**src/sv/rfpd_pkg.sv**
```systemverilog
// Shared constants for the rocket flight phase detector: phase codes,
// configuration register indexes and their reset values. No dependencies.
package rfpd_pkg;

    localparam int PHASE_W    = 3;
    localparam int CFG_IDX_W  = 2;
    localparam int CFG_DATA_W = 16;
    localparam int CNT_W      = 4;

    typedef logic [PHASE_W-1:0]    phase_t;
    typedef logic [CFG_IDX_W-1:0]  cfg_idx_t;
    typedef logic [CFG_DATA_W-1:0] cfg_data_t;
    typedef logic [CNT_W-1:0]      cnt_t;

    localparam phase_t PHASE_PAD     = 3'd0;
    localparam phase_t PHASE_ASCENT  = 3'd1;
    localparam phase_t PHASE_APOGEE  = 3'd2;
    localparam phase_t PHASE_DESCENT = 3'd3;
    localparam phase_t PHASE_PAYLOAD = 3'd4;
    localparam phase_t PHASE_PROBE   = 3'd5;
    localparam phase_t PHASE_LANDED  = 3'd6;

    localparam cfg_idx_t CFG_DROP_MARGIN   = 2'd0;
    localparam cfg_idx_t CFG_CONFIRM_COUNT = 2'd1;
    localparam cfg_idx_t CFG_PROBE_ALT     = 2'd2;

    localparam cfg_data_t DROP_MARGIN_RST   = 16'd16;
    localparam cnt_t      CONFIRM_COUNT_RST = 4'd3;
    localparam cfg_data_t PROBE_ALT_RST     = 16'd32;
    localparam cnt_t      CNT_MAX           = 4'd15;

endpackage

```
**src/sv/rocket_flight_phase_detector_unit.sv**
```systemverilog
// An accepted sample is held in the input register, then its result in the
// result register. Throughput: one sample per cycle while out_ready is high;
// each holds one item, so a stalled result still lets one new sample in.
// Reset: asynchronous, active low; window, maximum, apogee, drop counter and
// phase clear to zero, configuration registers return to their defaults.
// Top level of the flight phase detector; depends on rfpd_pkg.
module rocket_flight_phase_detector_unit #(
    parameter int ALT_WIDTH = 24
) (
    input  logic                        clk,
    input  logic                        rst_n,
    input  logic                        in_valid,
    output logic                        in_ready,
    input  logic signed [ALT_WIDTH-1:0] altitude,
    output logic                        out_valid,
    input  logic                        out_ready,
    output rfpd_pkg::phase_t            phase,
    output logic signed [ALT_WIDTH-1:0] apogee_altitude,
    input  logic                        cfg_valid,
    output logic                        cfg_ready,
    input  rfpd_pkg::cfg_idx_t          cfg_index,
    input  rfpd_pkg::cfg_data_t         cfg_data
);

    localparam int EW = ALT_WIDTH + 4;

    logic                        in_valid_reg;
    logic signed [ALT_WIDTH-1:0] in_alt_reg;
    logic                        out_valid_reg;
    logic signed [ALT_WIDTH-1:0] win_old_reg;
    logic signed [ALT_WIDTH-1:0] win_mid_reg;
    logic signed [ALT_WIDTH-1:0] max_reg;
    logic signed [ALT_WIDTH-1:0] apogee_reg;
    rfpd_pkg::cnt_t              drop_cnt_reg;
    rfpd_pkg::phase_t            phase_reg;
    rfpd_pkg::cfg_data_t         drop_margin_reg;
    rfpd_pkg::cnt_t              confirm_reg;
    rfpd_pkg::cfg_data_t         probe_alt_reg;

    logic signed [ALT_WIDTH-1:0] max_next;
    logic signed [ALT_WIDTH-1:0] apogee_next;
    rfpd_pkg::cnt_t              drop_cnt_next;
    rfpd_pkg::phase_t            phase_next;
    rfpd_pkg::cnt_t              need;
    logic signed [EW-1:0]        newest_x;
    logic signed [EW-1:0]        thresh_x;
    logic signed [EW-1:0]        newest5_x;
    logic signed [EW-1:0]        apogee4_x;
    logic signed [EW-1:0]        probe_x;
    logic                        advance;
    logic                        dropped;

    assign advance   = in_valid_reg && (!out_valid_reg || out_ready);
    assign in_ready  = !in_valid_reg || advance;
    assign cfg_ready = 1'b1;

    assign out_valid       = out_valid_reg;
    assign phase           = phase_reg;
    assign apogee_altitude = apogee_reg;

    always_comb
    begin
        max_next  = (in_alt_reg > max_reg) ? in_alt_reg : max_reg;
        newest_x  = EW'(in_alt_reg);
        thresh_x  = EW'(max_next)
                    - $signed({{(EW-rfpd_pkg::CFG_DATA_W){1'b0}}, drop_margin_reg});
        dropped   = newest_x < thresh_x;
        newest5_x = (newest_x <<< 2) + newest_x;
        apogee4_x = EW'(apogee_reg) <<< 2;
        probe_x   = $signed({{(EW-rfpd_pkg::CFG_DATA_W){1'b0}}, probe_alt_reg});
        need      = (confirm_reg == '0) ? rfpd_pkg::cnt_t'(1) : confirm_reg;

        phase_next    = phase_reg;
        apogee_next   = apogee_reg;
        drop_cnt_next = drop_cnt_reg;

        case (phase_reg)
            rfpd_pkg::PHASE_PAD:
            begin
                if ((win_mid_reg < win_old_reg ? 1'b0 : win_old_reg != win_mid_reg)
                    && (win_mid_reg < in_alt_reg) && (in_alt_reg > 0))
                begin
                    phase_next = rfpd_pkg::PHASE_ASCENT;
                end
            end
            rfpd_pkg::PHASE_ASCENT:
            begin
                if (dropped)
                begin
                    drop_cnt_next = (drop_cnt_reg == rfpd_pkg::CNT_MAX) ?
                                    drop_cnt_reg : drop_cnt_reg + rfpd_pkg::cnt_t'(1);
                end
                else
                begin
                    drop_cnt_next = '0;
                end
                if (drop_cnt_next >= need)
                begin
                    phase_next  = rfpd_pkg::PHASE_APOGEE;
                    apogee_next = max_next;
                end
            end
            rfpd_pkg::PHASE_APOGEE:
            begin
                phase_next = rfpd_pkg::PHASE_DESCENT;
            end
            rfpd_pkg::PHASE_DESCENT:
            begin
                if (newest5_x <= apogee4_x)
                begin
                    phase_next = rfpd_pkg::PHASE_PAYLOAD;
                end
            end
            rfpd_pkg::PHASE_PAYLOAD:
            begin
                if (newest_x <= probe_x)
                begin
                    phase_next = rfpd_pkg::PHASE_PROBE;
                end
            end
            rfpd_pkg::PHASE_PROBE:
            begin
                if (in_alt_reg == '0)
                begin
                    phase_next = rfpd_pkg::PHASE_LANDED;
                end
            end
            default:
            begin
                phase_next = phase_reg;
            end
        endcase
    end

    always_ff @(posedge clk or negedge rst_n)
    begin
        if (!rst_n)
        begin
            in_valid_reg  <= 1'b0;
            out_valid_reg <= 1'b0;
            win_old_reg   <= '0;
            win_mid_reg   <= '0;
            max_reg       <= '0;
            apogee_reg    <= '0;
            drop_cnt_reg  <= '0;
            phase_reg     <= rfpd_pkg::PHASE_PAD;
        end
        else
        begin
            if (in_ready)
            begin
                in_valid_reg <= in_valid;
            end
            if (advance)
            begin
                out_valid_reg <= 1'b1;
                win_old_reg   <= win_mid_reg;
                win_mid_reg   <= in_alt_reg;
                max_reg       <= max_next;
                apogee_reg    <= apogee_next;
                drop_cnt_reg  <= drop_cnt_next;
                phase_reg     <= phase_next;
            end
            else if (out_ready)
            begin
                out_valid_reg <= 1'b0;
            end
        end
    end

    always_ff @(posedge clk)
    begin
        if (in_valid && in_ready)
        begin
            in_alt_reg <= altitude;
        end
    end

    always_ff @(posedge clk or negedge rst_n)
    begin
        if (!rst_n)
        begin
            drop_margin_reg <= rfpd_pkg::DROP_MARGIN_RST;
            confirm_reg     <= rfpd_pkg::CONFIRM_COUNT_RST;
            probe_alt_reg   <= rfpd_pkg::PROBE_ALT_RST;
        end
        else if (cfg_valid && cfg_ready)
        begin
            case (cfg_index)
                rfpd_pkg::CFG_DROP_MARGIN:   drop_margin_reg <= cfg_data;
                rfpd_pkg::CFG_CONFIRM_COUNT: confirm_reg     <= cfg_data[rfpd_pkg::CNT_W-1:0];
                rfpd_pkg::CFG_PROBE_ALT:     probe_alt_reg   <= cfg_data;
                default:                     drop_margin_reg <= drop_margin_reg;
            endcase
        end
    end

endmodule

```
**config.mk**
```make
export PLATFORM = sky130hd
export DESIGN_NAME = rocket_flight_phase_detector_unit
export DESIGN_NICKNAME = d
export VERILOG_FILES = /design/src/sv/rfpd_pkg.sv /design/src/sv/rocket_flight_phase_detector_unit.sv
export SDC_FILE = /design/constraint.sdc
export NUM_CORES = 1
export LEC_CHECK = 0
export BUFFER_PORTS_ARGS = -buffer_cell sky130_fd_sc_hd__buf_2
export CAP_MARGIN = 10
export CORE_ASPECT_RATIO = 0.9
export CORE_MARGIN = 2
export CORE_UTILIZATION = 30
export DETAILED_ROUTE_END_ITERATION = 8
export PLACE_DENSITY = 0.48
export SYNTH_ARGS = -nofsm -noshare
export SYNTH_HDL_FRONTEND = slang
export SYNTH_SLANG_ARGS = --single-unit
```
**constraint.sdc**
```tcl
create_clock -name clk -period 23 [get_ports clk]
set_input_delay 1.15 -clock clk [delete_from_list [all_inputs] [get_ports clk]]
set_output_delay 1.15 -clock clk [all_outputs]
set_load 0.03 [all_outputs]
```
==> results of run 1 <==
tightest hold or removal path: stages, from the launching register on:
cell and delay, ps:
dfrtp_1 350, nand2_1 50, o21ai_0 60
routing by layer:
layer	vias up	track usage	wire length, um
met5	-	0	0
met4	0	0.0522	692
met3	30	0.0306	1270
met2	174	0.266	14700
met1	4405	0.245	16800
li1	4775	-	-
logic make-up after synthesis:
group,after synthesis,synth area share
AO/OA/AOI/OAI,384,0.197
AND/OR/NAND/NOR,317,0.128
buffers and inverters,195,0.0629
adder cells (fa/ha/maj),183,0.195
flip-flops,165,0.361
XOR/XNOR,41,0.0305
multiplexers,27,0.0254
other,1,0.000318
power groups by stage:
stage / clock (mW) / sequential (mW) / combinational [mW]
after floorplan: 0 / 0.465 / 0.695
after global placement: 0 / 0.450 / 0.978
after detailed placement: 0 / 0.451 / 0.981
after CTS: 0.297 / 0.447 / 0.988
after global routing: 0.309 / 0.458 / 1.12
final: 0.288 / 0.447 / 0.983
layout make-up:
cell class	instances	area, um2
fill	3993	25200
multi-input combinational	953	6810
sequential	165	4250
tap	525	657
inverter	163	612
clock buffer	24	503
timing repair buffer	81	427
clock inverter	8	71.3
worst max-delay path by stage:
stage / start / endpoint / slack (ps) / cells past startpoint
6_report: in_alt_reg[19]$_DFFE_PP_ / phase[0]$_DFFE_PN0P_ / 13440 / 37
5_1_grt: in_alt_reg[19]$_DFFE_PP_ / phase[0]$_DFFE_PN0P_ / 12600 / 37
4_1_cts: in_alt_reg[23]$_DFFE_PP_ / phase[0]$_DFFE_PN0P_ / 13470 / 37
3_5_place_dp: in_alt_reg[19]$_DFFE_PP_ / phase[0]$_DFFE_PN0P_ / 13520 / 37
3_3_place_gp: in_alt_reg[19]$_DFFE_PP_ / phase[0]$_DFFE_PN0P_ / 13670 / 36
2_1_floorplan: in_alt_reg[23]$_DFFE_PP_ / phase[0]$_DFFE_PN0P_ / 15140 / 38
cell usage in the layout, fill, tap and decap left out, types with 8 or more instances in the layout:
master	instances
ha_1	181
inv_1	163
dfrtp_1	137
o21ai_0	135
a21oi_1	118
nand2_1	115
nor2_1	80
buf_2	74
a21o_1	48
nand4_1	30
xnor2_1	26
edfxtp_1	24
mux2_2	23
clkbuf_16	18
nand3_1	17
xor2_1	15
o21bai_1	13
o21a_1	12
nand2b_1	10
nor3_1	9
a211oi_1	8
nor2b_1	8
==> results.tsv, run 1 <==
metric	value	unit
post_drt_wl_per_cell	17.4	um
design_area	13300	um2
n_antenna_cell	0	
path_class	flip-flop to flip-flop	
cp-end-kind	flip-flop	
rr_startpoint	in_alt_reg[19]$_DFFE_PP_	
synth_ff_type	dfrtp_1	
rr_endpoint	phase[0]$_DFFE_PN0P_	
core	38500	um2
place_ws	13520	ps
finalCriticalPeriod	9560	ps
placed_cells	1887	
fin_ws	13440	ps
dp_hpwl	26.2	mm
final_cell_count_no_fill	1919	
power.total	1.72	mW
place_area	12800	um2
io_pins	77	
max_freq	105	MHz
post-route-util	0.346	
yosysWarnings	0	
yosysSeqAreaShare	0.361	
p_clk_frac	0.168	
tns	0	ps
ys_top_cells_by_area	dfrtp_1, ha_1, edfxtp_1	
ctsHoldBuffers	0	
antenna_found_initial	0	
cts.path.max_buffers	2	
vias_per_cell	4.89	
final_max_slew_viol_count	0	
pwr-share-comb	0.572	
hold_path.class	flip-flop to flip-flop	
ant_nets	0	
cp_data_required_time	23340	ps
r2r_setup_slack	13440	ps
cpMaxStageDelayCell	nor4_1	
grt_usage	0.173	
async_reset_ff_frac	0.855	
routed_wl	33.4	mm
netlist_top_cells_count	ha_1, inv_1, dfrtp_1, o21ai_0, a21oi_1	
rows	68	
synth_top_area_frac	0.291	
power_leakage	6.42	nW
initialDrtViolationCount	532	
clock-root-buffer	clkbuf_16	
syn_inst	1313	
clock_skew	10.8	ps
port-buffer-count	75	
cp-start-kind	flip-flop	
slowest_delay	620	ps
grt_max_degree	89	
sw_frac_of_total	0.458	
die_area	40900	um2
hold_end	win_old_reg[0]$_DFFE_PN0P_	
grt_pass1_wl	53.1	mm
dr.pass1.iters	8	
cts_max_level	4	
clk_pin_slew	70	ps
worstPathMaxFanout	31	
worst_r2r_path_depth	37	
yosysUniqueCellTypes	67	
cts.repair.resized	0	
hold_viol	0	
critPathArrivalTime	9900	ps
start_util	0.306	
insertion_delay	450	ps
status	finished clean	
p_int	0.931	mW
maxCapViolCount	0	
slew-limit-headroom	0.386	
rsz0062_at_grt	false	
path_delay_family	compound AO/OA/AOI/OAI gates	
dieWidth	213	um
cp_common_cell	ha_1	
drive_gt1_frac	0.111	
grt_overflow_total	0	
layout.nets	1611	
finalSetupViolCount	0	
syn_nets	1543	
ys_seq_elements	165	
power_frac_seq	0.260	
postCtsSetupRepairBufs	0	
powerDensity	129	nW/um2
cts_sinks	165	
gp_congestion	0.912	
holdCritStartpoint	win_old_reg[0]$_DFFE_PN0P_	
chipHeight	192	um
yosys.area.top_type	dfrtp_1	
power.switching	0.787	mW
areaGrowthSynthToFinish	13.1	%
cts_tree	yes	
whs	500	ps
grt_pass1_vias	9187	
yosys.cell_count.top_type	ha_1	
numCtsBuffers	17	
syn_area_per_cell	8.98	um2
worstMarginPinSlew	898	ps
min_path_cells	2	
routed-via-count	9384	
synth_area	11800	um2
finalCritPeriodShare	0.416	
synth_edf_count	24	
path_buf_inv	2	
drcViolationCount	0	
ir_drop	0.0613	mV
(Power assumes the default switching activity.)
==> run 2: changes to the inputs <==
Settings changed: PLACE_DENSITY 0.48 to 0.5.
Clock period 23 ns to 7.8 ns, I/O delays scaled along.
==> run 2 against run 1 <==
Effect of this change:
- the flow now finishes with violations (hold timing, setup timing)
- worst hold slack worse by 520 ps
- routed wire length up 5.9%
- via count up 7.0%
- sequential cell count unchanged
- utilization up 3.1 points
- worst setup slack worse by 14000 ps
- critical path type unchanged
- largest cell class unchanged
- largest power group unchanged
==> results.tsv, run 2 (synthesis results as in run 1) <==
metric	value	unit	change
top_layer	met4		
cts_max_level	4		unchanged
routed_wl	35.4	mm	+5.9%
pwr-share-comb	0.631		+0.059
path_class	flip-flop to flip-flop		
cts.path.max_buffers	2		unchanged
finalCritPeriodShare	1.03		+0.610
grt_pass1_vias	9822		+6.9%
cts_tree	yes		
ant_nets	0		unchanged
dr.pass1.iters	5		-3
hold_path.class	input pin to async pin		
cp_common_cell	buf_4		
chipHeight	192	um	unchanged
cp-end-kind	flip-flop		
layout.nets	1735		+7.7%
sw_frac_of_total	0.443		-0.0149
grt_overflow_total	0		unchanged
insertion_delay	460	ps	about the same
clock_skew	22.9	ps	+12.1 ps
p_clk_frac	0.148		-0.020
gp_congestion	0.922		+1.2%
crit_start	in_alt_reg[15]$_DFFE_PP_		
grt_pass1_wl	54.4	mm	+2.5%
start_util	0.306		unchanged
wl_met3	1.19	mm	-5.8%
cts_sinks	165		unchanged
clock-root-buffer	clkbuf_16		
hold_viol	4		+4
ir_drop	0.163	mV	+170%
power.switching	2.56	mW	+220%
routed-via-count	10037		+7.0%
slowest_delay	440	ps	-180 ps
port-buffer-count	75		unchanged
clk_pin_slew	70	ps	about the same
numCtsBuffers	17		unchanged
areaGrowthSynthToFinish	23.1	%	
rr_endpoint	phase[1]$_DFFE_PN0P_		
power_leakage	7.07	nW	+10%
status	finished with violations		
critPathArrivalTime	8340	ps	-1560 ps
drive_gt1_frac	0.208		+0.0970
rsz0062_at_grt	true		
maxCapViolCount	0		unchanged
final_max_slew_viol_count	0		unchanged
met2_length	15.6	mm	+6.2%
finalCriticalPeriod	8000	ps	-1560 ps
violations	hold timing, setup timing		
path_delay_family	compound AO/OA/AOI/OAI gates		
path_buf_inv	5		+3
whs	-18.0	ps	-518 ps
drcViolationCount	0		unchanged
fin_ws	-201	ps	-13640 ps
wl_met1	17.5	mm	+4.8%
power.total	5.77	mW	+240%
cp-start-kind	flip-flop		
grt_max_degree	89		unchanged
post-route-util	0.377		+0.0307
antenna_found_initial	0		unchanged
placed_cells	1988		+5.4%
power_frac_seq	0.221		-0.039
rr_startpoint	in_alt_reg[15]$_DFFE_PP_		
vias_per_cell	4.91		+0.47%
post_drt_wl_per_cell	17.3	um	-0.56%
worstMarginPinSlew	845	ps	-52.6 ps
p_int	3.21	mW	+240%
n_antenna_cell	0		unchanged
max_freq	125	MHz	+19%
core	38500	um2	unchanged
die_area	40900	um2	unchanged
io_pins	77		unchanged
worstPathMaxFanout	8		-74%
rows	68		unchanged
place_ws	-847	ps	-14360 ps
slew-limit-headroom	0.422		+0.0360
final_cell_count_no_fill	2043		+6.5%
layout_commonest_cell	ha_1		
tns	-357	ps	-357 ps
dieWidth	213	um	unchanged
cp_data_required_time	8130	ps	-15210 ps
initialDrtViolationCount	553		+3.9%
powerDensity	397	nW/um2	+210%
r2r_setup_slack	-200	ps	-13640 ps
finalSetupViolCount	2		+2
mostFrequentLayoutCells	ha_1, inv_1, dfrtp_1, o21ai_0, buf_4		
cpMaxStageDelayCell	edfxtp_1		
worst_r2r_path_depth	39		+5.4%
dp_hpwl	27.2	mm	+4.1%
grt_usage	0.178		+0.00502
## run 2: cell types whose count changed in the layout (fill, tap and decap cells not counted), sizes merged
cell    previous run  this run
inv              164       170
clkinv             4         5
buf               81       205
clkbuf            24        17
## run 2: timing repair
action                                  4_1_cts  5_1_grt
pin swaps                                    18       15
setup buffers                                19        3
gates resized for setup                      45       15
endpoints found under the setup margin       27       27
hold buffers                                  0        0
gates cloned                                  0        1
## run 2: per-layer routing
| layer | GRT usage | vias to the layer above |
|---|---|---|
| li1 | - | 5014 |
| met1 | 0.246 | 4792 |
| met2 | 0.275 | 178 |
| met3 | 0.0312 | 53 |
| met4 | 0.0680 | 0 |
| met5 | 0 | - |
## run 2: power by group through the flow
stage / clock (mW) / combinational (mW) / sequential, mW
2_1_floorplan: 0 / 2.05 / 1.37
3_3_place_gp: 0 / 3.27 / 1.28
3_5_place_dp: 0 / 3.31 / 1.29
4_1_cts: 0.882 / 3.58 / 1.27
5_1_grt: 0.911 / 4.04 / 1.30
6_report: 0.855 / 3.64 / 1.27
## run 2: through the flow
step	area [um2]	hold slack (ps)
6_report	14500	-18.0
5_1_grt	14500	33.4
4_1_cts	14400	16.2
3_5_place_dp	13500	489
3_3_place_gp	13500	475
2_1_floorplan	11800	94.4
## run 2: cell type report
class | count | area (um2)
clock inverter | 15 | 143
fill | 3994 | 24000
sequential | 165 | 4250
multi-input combinational | 953 | 7040
timing repair buffer | 205 | 1390
clock buffer | 17 | 425
tap | 525 | 657
inverter | 163 | 612
## run 2: worst max path at each step
stage | to | slack (ps) | cells past startpoint
floorplan | phase[0]$_DFFE_PN0P_ | 1 | 38
global placement | phase[0]$_DFFE_PN0P_ | -590 | 38
detailed placement | phase[0]$_DFFE_PN0P_ | -850 | 37
CTS | phase[1]$_DFFE_PN0P_ | -40 | 38
global route | phase[1]$_DFFE_PN0P_ | -440 | 39
finish | phase[1]$_DFFE_PN0P_ | -200 | 39
